$ cat src/rtl/cmf_pkg.sv
// Shared types and constants for the complex matched filter magnitude block.
`timescale 1ns / 1ps

package cmf_pkg;

	// Fixed field widths
	localparam int CMD_W  = 2;
	localparam int TIDX_W = 10;
	localparam int TC_W   = 11;
	localparam int MAG_W  = 42;
	localparam int WS_W   = 32;
	localparam int OUT_W  = 80;

	localparam logic [TC_W-1:0] TC_RESET = 11'd1024;

	// Input item kinds carried on tuser
	localparam logic [CMD_W-1:0] CMD_LOAD    = 2'd0;
	localparam logic [CMD_W-1:0] CMD_PUSH    = 2'd1;
	localparam logic [CMD_W-1:0] CMD_RESTART = 2'd2;

	// Commands from controller to datapath
	typedef struct packed {
		logic clr_step;
		logic tap_load;
		logic push;
		logic restart;
		logic mac_issue;
		logic sq_load_re;
		logic sq_load_im;
		logic sq_step;
		logic rt_load;
		logic rt_step;
		logic out_load;
	} cmd_t;

	// Status from datapath to controller
	typedef struct packed {
		logic clr_last;
		logic win_full;
		logic mac_last;
		logic pipe_busy;
		logic sq_last;
		logic rt_last;
		logic out_full;
	} sts_t;

endpackage

$ cat src/rtl/cmf_ctrl.sv
// Controller state machine for the complex matched filter magnitude block.
`timescale 1ns / 1ps

module cmf_ctrl (
	input  logic                      clk,
	input  logic                      arst_n,
	input  logic                      in_valid,
	input  logic [cmf_pkg::CMD_W-1:0] in_command,
	output logic                      in_ready,
	input  cmf_pkg::sts_t             sts,
	output cmf_pkg::cmd_t             cmd
);

	localparam logic [3:0] ST_CLR   = 4'd0;
	localparam logic [3:0] ST_IDLE  = 4'd1;
	localparam logic [3:0] ST_MAC   = 4'd2;
	localparam logic [3:0] ST_DRAIN = 4'd3;
	localparam logic [3:0] ST_SQR   = 4'd4;
	localparam logic [3:0] ST_SQI   = 4'd5;
	localparam logic [3:0] ST_RLOAD = 4'd6;
	localparam logic [3:0] ST_ROOT  = 4'd7;
	localparam logic [3:0] ST_DONE  = 4'd8;

	logic [3:0] state_q;
	logic [3:0] state_d;

	// Decode state into datapath commands
	always_comb begin
		cmd      = '0;
		state_d  = state_q;
		in_ready = 1'b0;
		unique case (state_q)
			ST_CLR: begin
				cmd.clr_step = 1'b1;
				if (sts.clr_last) begin
					state_d = ST_IDLE;
				end
			end
			ST_IDLE: begin
				in_ready = 1'b1;
				if (in_valid) begin
					unique case (in_command)
						cmf_pkg::CMD_LOAD: begin
							cmd.tap_load = 1'b1;
						end
						cmf_pkg::CMD_PUSH: begin
							cmd.push = 1'b1;
							if (sts.win_full) begin
								state_d = ST_MAC;
							end
						end
						cmf_pkg::CMD_RESTART: begin
							cmd.restart = 1'b1;
						end
						default: begin
						end
					endcase
				end
			end
			ST_MAC: begin
				cmd.mac_issue = 1'b1;
				if (sts.mac_last) begin
					state_d = ST_DRAIN;
				end
			end
			ST_DRAIN: begin
				if (!sts.pipe_busy) begin
					cmd.sq_load_re = 1'b1;
					state_d        = ST_SQR;
				end
			end
			ST_SQR: begin
				cmd.sq_step = 1'b1;
				if (sts.sq_last) begin
					cmd.sq_load_im = 1'b1;
					state_d        = ST_SQI;
				end
			end
			ST_SQI: begin
				cmd.sq_step = 1'b1;
				if (sts.sq_last) begin
					state_d = ST_RLOAD;
				end
			end
			ST_RLOAD: begin
				cmd.rt_load = 1'b1;
				state_d     = ST_ROOT;
			end
			ST_ROOT: begin
				cmd.rt_step = 1'b1;
				if (sts.rt_last) begin
					state_d = ST_DONE;
				end
			end
			ST_DONE: begin
				if (!sts.out_full) begin
					cmd.out_load = 1'b1;
					state_d      = ST_IDLE;
				end
			end
			default: begin
				state_d = ST_IDLE;
			end
		endcase
	end

	// Hold state
	always_ff @(posedge clk or negedge arst_n) begin
		if (!arst_n) begin
			state_q <= ST_CLR;
		end else begin
			state_q <= state_d;
		end
	end

endmodule

$ cat config.mk
export PLATFORM = sky130hd
export DESIGN_NAME = cmf_ctrl
export DESIGN_NICKNAME = d
export VERILOG_FILES = /design/src/rtl/cmf_pkg.sv /design/src/rtl/cmf_ctrl.sv
export SDC_FILE = /design/constraint.sdc
export NUM_CORES = 1
export LEC_CHECK = 0
export BUFFER_PORTS_ARGS = -buffer_cell sky130_fd_sc_hd__buf_4
export CAP_MARGIN = 20
export CORE_AREA = 2 2 39 41
export DETAILED_ROUTE_END_ITERATION = 8
export DIE_AREA = 0 0 41 43
export PLACE_DENSITY = 0.58
export SLEW_MARGIN = 10
export SYNTH_ARGS = -nofsm -noshare
export SYNTH_HDL_FRONTEND = slang
export SYNTH_SLANG_ARGS = --single-unit
$ cat constraint.sdc
create_clock -name clk -period 1.5 [get_ports clk]
set_clock_uncertainty 0.1 [all_clocks]
set_input_delay 0.3 -clock clk [delete_from_list [all_inputs] [get_ports clk]]
set_output_delay 0.3 -clock clk [all_outputs]
set_load 0.02 [all_outputs]
# Word level (Yosys, flattened, before mapping)
# Cells that the tools add are included.
# word_totals
reg_bits	4
in_bits	12
output_inout_bits	12
wordCells	53
# classes
n_eq_ne	20
muxes	28
reduce_logical	4
# op_table
operator	count
$mux 4	10
$pmux 4 s9	1
$ne 2x2->1 const B	9
$eq 4x3->1 const B	4
$mux 1	15
$reduce_and 10->1	1
$eq 4x2->1 const B	2
$mux 3	2
$eq 4x1->1 const B	1
$eq 4x4->1 const B	1
$logic_not 4->1	1
$eq 2x1->1 const B	1
$eq 2x2->1 const B	1
$logic_not 2->1	1
$ne 2x1->1 const B	1
$reduce_or 2->1	1

# Logic depth before layout (Yosys ltp)
# Gate-level depths: netlist of run 1.
# depth
word_depth	4
depth_mapped	5
mapped_depth_nobuf	4

# Worst setup path before layout of run 1
# OpenSTA, ideal clock, no wires.
# synth_timing
path_kind	register to output
startpoint	register state_q[3]
endpoint	output cmd[7] (netlist bit)
arrival_time_ns	1.732
required_time_ns	1.100
path_slack_ns	-0.632
path_stages_with_launch	4
path_buffers	0
cell_sequence	dfrtp_1 -> nor4b_2 -> nand2_1 -> nor3b_1
# synth_lines
item	line_no	source
from (decl)	cmf_ctrl.sv:24	logic [3:0] state_q;
from (signal assigned)	cmf_ctrl.sv:112	state_q <= state_d;
to (decl)	cmf_ctrl.sv:11	output cmf_pkg::cmd_t cmd

==> reports/qor.yml, run 1 <==
status: "complete, but fails checks"
violations: "setup timing"
clock-root-buffer: "clkbuf_4"
clock-sinks: 4
syn-num-nets: 65
placed_area_um2: 747
met1_usage_pct: 23.6
finalSetupViolations: 15
num_io_pins: 24
top_regs: "state_q x4"
synth_edf_count: 0
grt.total_usage_pct: 21.1
hold_class: "input pin to register"
tns_ns: -3.28
htreeDepth: 1
multiInputGateArea_um2: 452
grt_first_pass_wirelength_um: 2480
relSlewSlack_pct: 83.9
mostFrequentLayoutCell: "buf_4"
hpwl_um: 1010
cts_tree: "done"
max-vdd-ir-drop_uv: 1020
synthFlopType: "dfrtp_1"
rsz0062_at_grt: "yes"
ant_nets: 0
diodes: 0
final_nets: 108
start_util_pct: 28.4
ys_async_sr_fraction_pct: 100
setup_ws_ns: -0.354
grt_overflow: 0
grtUsageMet2_pct: 35.0
wl_per_cell_um: 13.2
clockBufferDepth: 2
row_count: 14
report.final.slew_viol_count: 0
layout-drive-gt1-share_pct: 71.3
fin_area_um2: 980
yosys_warnings: 0
critPathKind: "register to output pin"
nFillCells: 116
timing.final.crit_share_pct: 124
place_congestion: 0.710
drt_iter0_drc: 7
drtPass1Iterations: 4
busiest_layer: "met2"
die_x_um: 41
antenna_found_initial: 0
largest_reg_flops: 4
arrival_ns: 1.45
grt_util_met3_pct: 3.66
grt_max_degree: 15
ys_ff_latch: 4
grt_pass1_vias: 557
synthesis.area_um2: 393
routed_wl_um: 1460
yosysUniqueCellTypes: 24
die_y_um: 43
syn_to_final_growth_pct: 149
regMostFlops: "state_q"
synth_cells: 53
layout_common_cells: "buf_4, buf_6, nor2_4, nor2_1"
cap_violations: 0
fin_crit_ns: 1.85
crit_fanout: 3
crit_path_end_kind: "output pin"
worst_pin_slew_ns: 0.240
register_area_um2: 103
ys_seq_area_share_pct: 25.5
p_leak_nw: 0.429
hold_viol_final: 0
die-area_um2: 1760
syn_avg_cell_area_um2: 7.41
core_area_um2: 1380
drc: 0
insertion_delay_ns: 0.23
holdWs_ns: 0.289
cts_inserted_buffers: 3
vias: 541
post_drt_via_cell_ratio: 4.92
port-buffer-count: 23
max_freq_ghz: 0.540
worstSetupStartpointType: "register"
worstPathRequired_ns: 1.10
clk_pin_slew_ns: 0.04
power_density_nw_per_um2: 2140
==> critical path: stages, from the launching register on <==
cell and delay [ns]:
dfrtp_1 0.41, nor4b_4 0.32, nand2_2 0.15, nor3b_4 0.20
buf_6 0.14
==> kinds of logic (layout without fill, tap and decap cells) <==
family / after synthesis / count (layout) / share of synthesized area, %
and+or+nand+nor: 37 / 37 / 53.2
AOI/OAI and AO/OA: 8 / 8 / 15.0
DFF: 4 / 4 / 25.5
buffers and inverters: 4 / 45 / 6.37
==> synth_stat cells, drive strengths merged (2+ instances only) <==
| cell | count | area, um^2 |
|---|---|---|
| nand2b | 2 | 12.5 |
| nor3 | 5 | 25.0 |
| dfrtp | 4 | 100 |
| nand4b | 2 | 17.5 |
| nand2 | 6 | 22.5 |
| nor4 | 2 | 12.5 |
| nand3 | 2 | 10.0 |
| o21ai | 2 | 10.0 |
| buf | 3 | 21.3 |
| nor2 | 10 | 37.5 |
| nand3b | 2 | 15.0 |
| nor3b | 2 | 15.0 |
==> repair_timing <==
action	in CTS	in global routing
hold endpoints to repair	4	0
resized for setup	23	20
pin swaps	5	8
hold buffers	1	0
setup buffers	4	3
setup endpoints to repair	15	16
==> final cells by class <==
type | instances | area share [%]
multi-input combinational | 45 | 46.1
timing repair buffer | 42 | 39.1
sequential | 4 | 10.5
clock buffer | 3 | 2.30
tap | 16 | 2.04
==> worst paths after layout <==
path	startpoint	endpoint	slack, ns	cells past startpoint
setup / recovery	state_q[3]	cmd[7]	-0.35	4
hold / removal	sts[4]	state_q[1]	0.29	4
setup reg to reg	state_q[1]	state_q[1]	-0.11	6
hold reg to reg	state_q[2]	state_q[1]	0.59	3
max in group asynchronous	arst_n	state_q[2]	0.88	2
min in group asynchronous	arst_n	state_q[3]	0.30	2
==> where the power goes <==
part | internal, mW | switching, mW | total, mW | leakage, nW
clock network | 0.0895 | 0.0433 | 0.133 | 0.0138
logic | 0.888 | 0.831 | 1.72 | 0.368
registers | 0.170 | 0.0702 | 0.240 | 0.0467
==> stage by stage <==
stage	util (%)	setup slack (ns)	power (mW)	instances
floorplan	-	-0.285	0.962	53
global placement	54.0	-0.0905	1.40	101
global route	70.8	-0.420	2.23	110
finish	70.8	-0.354	2.09	110
CTS	65.5	-0.384	1.88	109
detailed placement	54.0	-0.112	1.40	101
==> per-layer routing <==
metal | up-vias | part of all wire [%]
met1 | 252 | 39
met5 | - | 0
met4 | 0 | 0
li1 | 276 | -
met3 | 0 | 3.8
met2 | 13 | 57
No activity file was read; power rests on OpenSTA's default activity.
==> run 2, diff against run 1 <==
- PLACE_DENSITY: 0.58 -> 0.55
- clock period: 1.5 -> 2.1 ns (I/O delays scaled with it)
==> reports/qor.yml, run 2 (synthesis results as in run 1) <==
status: "finished clean"
port-buffer-count: 23
vias: 470
clock-sinks: 4
busiest_layer: "met2"
num_io_pins: 24
fin_crit_ns: 2.01
cp.depth: 4
timing.final.crit_share_pct: 95.7
cts_tree: "done"
max_freq_ghz: 0.497
worstSetupStartpointType: "register"
largest_reg_flops: 4
pwr-share-clk_pct: 10.8
worst_pin_slew_ns: 0.273
clk_pin_slew_ns: 0.04
critPathBufInv: 1
core_area_um2: 1380
insertion_delay_ns: 0.24
ant_nets: 0
mostFrequentLayoutCell: "buf_4"
reg2reg_depth: 5
worstPathRequired_ns: 1.58
layout_common_cells: "buf_4, nor2_1, nand2_1"
cap_violations: 0
nFillCells: 144
cts_inserted_buffers: 3
grt.total_usage_pct: 14.3
rrSetupSlack_ns: 0.43
p_leak_nw: 0.299
regMostFlops: "state_q"
setup_ws_ns: 0.0897
startpoint: "state_q[1]"
power_frac_comb_pct: 70.4
place_congestion: 0.745
clock-root-buffer: "clkbuf_4"
crit_fanout: 3
grt_first_pass_wirelength_um: 1700
finalSetupViolations: 0
routed_wl_um: 1040
multiInputGateArea_um2: 279
rsz0062_at_grt: "no"
switchingPower_uw: 426
r2r-start: "state_q[2]"
cp_cell_sequence: "nor4b_4, nand2_1, nor3b_1, buf_4"
p_int_uw: 476
critPathKind: "register to output pin"
worstReg2RegEnd: "state_q[1]"
diodes: 0
power_density_nw_per_um2: 1420
pre_cts_slack_ns: 0.259
place_inst: 91
die-area_um2: 1760
report.final.slew_viol_count: 0
drc: 0
row_count: 14
critPathMaxStageDelay_ns: 0.39
crit_path_end_kind: "output pin"
drt_iter0_drc: 6
hpwl_um: 819
post_drt_via_cell_ratio: 4.90
p_sw_share_pct: 47.2
hold_class: "input pin to register"
layout-drive-gt1-share_pct: 41.3
final_nets: 94
p_seq_share_pct: 18.8
grtUsageMet2_pct: 20.6
cp-endpoint: "cmd[7]"
grt_pass1_vias: 411
critical-path-top-delay-family: "simple AND/OR/NAND/NOR gates"
grt_util_met3_pct: 4.71
cp_slowest_cell: "dfrtp_1"
htreeDepth: 1
p_total_uw: 902
clockBufferDepth: 2
wl_per_cell_um: 10.8
die_y_um: 43
grt_overflow: 0
hold_viol_final: 0
relSlewSlack_pct: 81.6
max-vdd-ir-drop_uv: 784
drtPass1Iterations: 4
arrival_ns: 1.49
antenna_found_initial: 0
syn_to_final_growth_pct: 61.8
instances_no_fill: 96
register_area_um2: 101
die_x_um: 41
met1_usage_pct: 19.0
grt_max_degree: 15
start_util_pct: 28.4
top_regs: "state_q x4"
[run 2: cell count changes in the layout (fill, tap and decap cells not counted), moves of 4 or more]
cell,previous run,this run
buf_6,12,0
nor3_2,4,0
nor2_4,5,0
nor2_1,5,9
nor3_1,0,5
[run 2: repair_timing]
item	4_1_cts	5_1_grt
hold buffers	1	0
cloned	0	0
setup buffers	0	1
pin swaps	0	1
endpoints found under the hold margin	4	0
endpoints found under the setup margin	1	4
resized for setup	1	2
[run 2: layout make-up]
type / count / share of cell area, %
flip-flops and latches: 4 / 15.9
well taps: 16 / 3.15
clock buffers: 3 / 3.54
repair buffers: 28 / 33.5
multi-input cells: 45 / 43.9
[run 2: per-layer routing]
| layer | part of all wire (%) | up-vias | wire, um |
|---|---|---|---|
| met2 | 52 | 15 | 538 |
| met5 | 0 | - | 0 |
| met4 | 0 | 0 | 0 |
| li1 | - | 248 | - |
| met3 | 4.8 | 0 | 50 |
| met1 | 43 | 207 | 452 |
[run 2: worst min-delay path by stage]
stage	slack, ns	to	start	cells past startpoint
2_1_floorplan	0.02	state_q[0]	arst_n	0
3_3_place_gp	0.12	state_q[3]	arst_n	1
3_5_place_dp	0.12	state_q[0]	arst_n	1
4_1_cts	0.39	state_q[2]	sts[1]	4
5_1_grt	0.38	state_q[2]	sts[1]	4
6_report	0.40	state_q[2]	sts[3]	4
[run 2: through the flow]
stage / util, % / hold slack [ns] / instance area [um^2] / setup TNS [ns]
2_1_floorplan: - / 0.0244 / 393 / -0.354
3_3_place_gp: 42.1 / 0.117 / 583 / 0
3_5_place_dp: 42.1 / 0.118 / 583 / 0
4_1_cts: 45.1 / 0.389 / 624 / 0
5_1_grt: 45.9 / 0.382 / 636 / 0
6_report: 45.9 / 0.399 / 636 / 0
[run 2: worst min-delay path, cell delays in order]
cell	delay, ns
buf_4	0.09
nor2_1	0.04
nor2_1	0.08
nor3_1	0.06
[run 2: power groups by stage]
stage	registers, mW	logic (mW)	clock network, mW
floorplan	0.147	0.436	0
global placement	0.157	0.616	0
detailed placement	0.159	0.610	0
CTS	0.167	0.624	0.101
global route	0.178	0.700	0.111
finish	0.170	0.635	0.0974
==> run 3, diff against run 2 <==
- ABC_AREA: not set -> 1
- PLACE_DENSITY: 0.55 -> 0.61
==> reports/qor.yml, run 3 <==
status: "finished clean"
final_nets: 108
wl_per_cell_um: 9.65
muxShareOfSynthArea_pct: 0
drc: 0
worst_pin_slew_ns: 0.294
num_io_pins: 24
diodes: 0
place_congestion: 0.897
worstPathRequired_ns: 1.58
synth_top_family_by_area: "simple AND/OR/NAND/NOR gates"
synth_commonest_cells: "nand2_1, inv_1, nor2_1, nand2_2, nor3_1"
clockBufferDepth: 2
htreeDepth: 1
cp_cell_sequence: "inv_2, nand2_2, nor2_4, nand2_1, nor3_1, buf_4"
cts_resized: 0
critPathBufInv: 2
grt_first_pass_wirelength_um: 1640
synth_top_cell_by_area: "dfrtp_1"
timing.final.crit_share_pct: 94.3
clock-root-buffer: "clkbuf_4"
register_area_um2: 100
ys_async_sr_fraction_pct: 100
antenna_found_initial: 0
max-vdd-ir-drop_uv: 527
regMostFlops: "state_q"
critPathKind: "register to output pin"
grt_max_degree: 9
synth-xor-area-share_pct: 0
critical-path-top-delay-family: "simple AND/OR/NAND/NOR gates"
synth_edf_count: 0
drt_iter0_drc: 10
yosysUniqueCellTypes: 17
nFillCells: 142
ys_ff_latch: 4
clk_pin_slew_ns: 0.04
r2r-start: "state_q[2]"
cp.depth: 6
ant_nets: 0
report.final.slew_viol_count: 0
instances_no_fill: 110
grt_pass1_vias: 422
vias: 490
routed_wl_um: 1060
fin_crit_ns: 1.98
synth_top_area_share_pct: 21.7
rsz0062_at_grt: "no"
top_regs: "state_q x4"
die_x_um: 41
crit_fanout: 5
die_y_um: 43
tns_ns: 0
hold_viol_final: 0
worstReg2RegEnd: "state_q[3]"
synth_cells: 68
start_util_pct: 33.3
synth_compound_area_share_pct: 1.09
cap_violations: 0
port-buffer-count: 23
arrival_ns: 1.46
holdWs_ns: 0.417
critPathMaxStageDelay_ns: 0.45
relSlewSlack_pct: 80.3
insertion_delay_ns: 0.24
grt_overflow: 0
place_inst: 106
core_area_um2: 1380
mostFrequentLayoutCell: "buf_4"
multiInputGateArea_um2: 312
yosysMostFrequentCell: "nand2_1"
synthFlopType: "dfrtp_1"
hpwl_um: 871
layout-drive-gt1-share_pct: 47.9
drtPass1Iterations: 4
largest_reg_flops: 4
synth-simple-area-share_pct: 66.6
ys_seq_area_share_pct: 21.7
reg2reg_depth: 6
syn_to_final_growth_pct: 46.5
syn-num-nets: 80
yosys_warnings: 0
cts_tree: "done"
post_drt_via_cell_ratio: 4.45
power_density_nw_per_um2: 1390
cts_inserted_buffers: 3
row_count: 14
max_freq_ghz: 0.505
synthesis.area_um2: 460
synth_area_leaders: "dfrtp_1, nand2_1, nand2_2, nand2_4, nor2_4"
worstSetupStartpointType: "register"
grt.total_usage_pct: 13.6
clock-sinks: 4
crit_path_end_kind: "output pin"
p_leak_nw: 0.374
die-area_um2: 1760
cp_slowest_cell: "dfrtp_1"
layout_common_cells: "buf_4, nand2_1, inv_1, nor2_1"
synthAdderAreaFrac_pct: 0
finalSetupViolations: 0
rrSetupSlack_ns: 0.74
hold_class: "input pin to async pin"
cts_setup_buffers: 0
syn_avg_cell_area_um2: 6.77
## run 3: cell type report
cell class / count / share of cell area (%)
timing repair buffer: 24 / 27.1
tap: 16 / 2.97
clock buffer: 3 / 3.34
inverter: 10 / 5.57
sequential: 4 / 14.8
multi-input combinational: 53 / 46.2
## run 3: cells by family (layout without fill, tap and decap cells)
logic type / count (synthesis) / count (layout)
compound gates: 1 / 1
buf+inv: 11 / 37
flops: 4 / 4
simple gates: 52 / 52
## run 3: timing repair
action	in CTS	in global routing
endpoints found under the setup margin	0	0
hold buffers	1	0
hold endpoints to repair	4	0
## run 3: per-layer routing
metal / part of all wire, % / vias up / GRT usage, % / wire length [um]
met3: 9.0 / 2 / 1.57 / 95
li1: - / 266 / - / -
met5: 0 / - / 0 / 0
met2: 44 / 22 / 20.9 / 467
met4: 1.5 / 0 / 8.00 / 16
met1: 46 / 200 / 17.2 / 483
## run 3: worst max-delay path by stage
| stage | startpoint | to | slack [ns] |
|---|---|---|---|
| 2_1_floorplan | state_q[1] | cmd[8] | 0.22 |
| 5_1_grt | state_q[1] | cmd[8] | 0.03 |
| 3_3_place_gp | state_q[1] | cmd[9] | 0.42 |
| 3_5_place_dp | state_q[1] | cmd[8] | 0.36 |
| 6_report | state_q[1] | cmd[8] | 0.12 |
| 4_1_cts | state_q[1] | cmd[8] | 0.11 |
## run 3: worst reg2reg max path: cells and delay by family, from the launching register on
family | cells | cell delay, ns
and+or+nand+nor | 6 | 0.70
DFF | 1 | 0.44
## run 3: report_power, final
part           leakage [nW]  switching [mW]  total, mW  internal (mW)
registers            0.0505          0.0614      0.174          0.113
clock network        0.0138          0.0343     0.0984         0.0641
logic                 0.309           0.407      0.662          0.255
total                 0.374           0.503      0.935          0.432
## run 3: through the flow
step	power, mW	util (%)	instance area [um^2]	worst slack [ns]
floorplan	0.683	-	460	0.223
global placement	0.845	46.4	642	0.416
detailed placement	0.843	46.4	642	0.364
CTS	0.946	48.7	674	0.106
global route	1.01	48.7	674	0.0280
finish	0.935	48.7	674	0.120
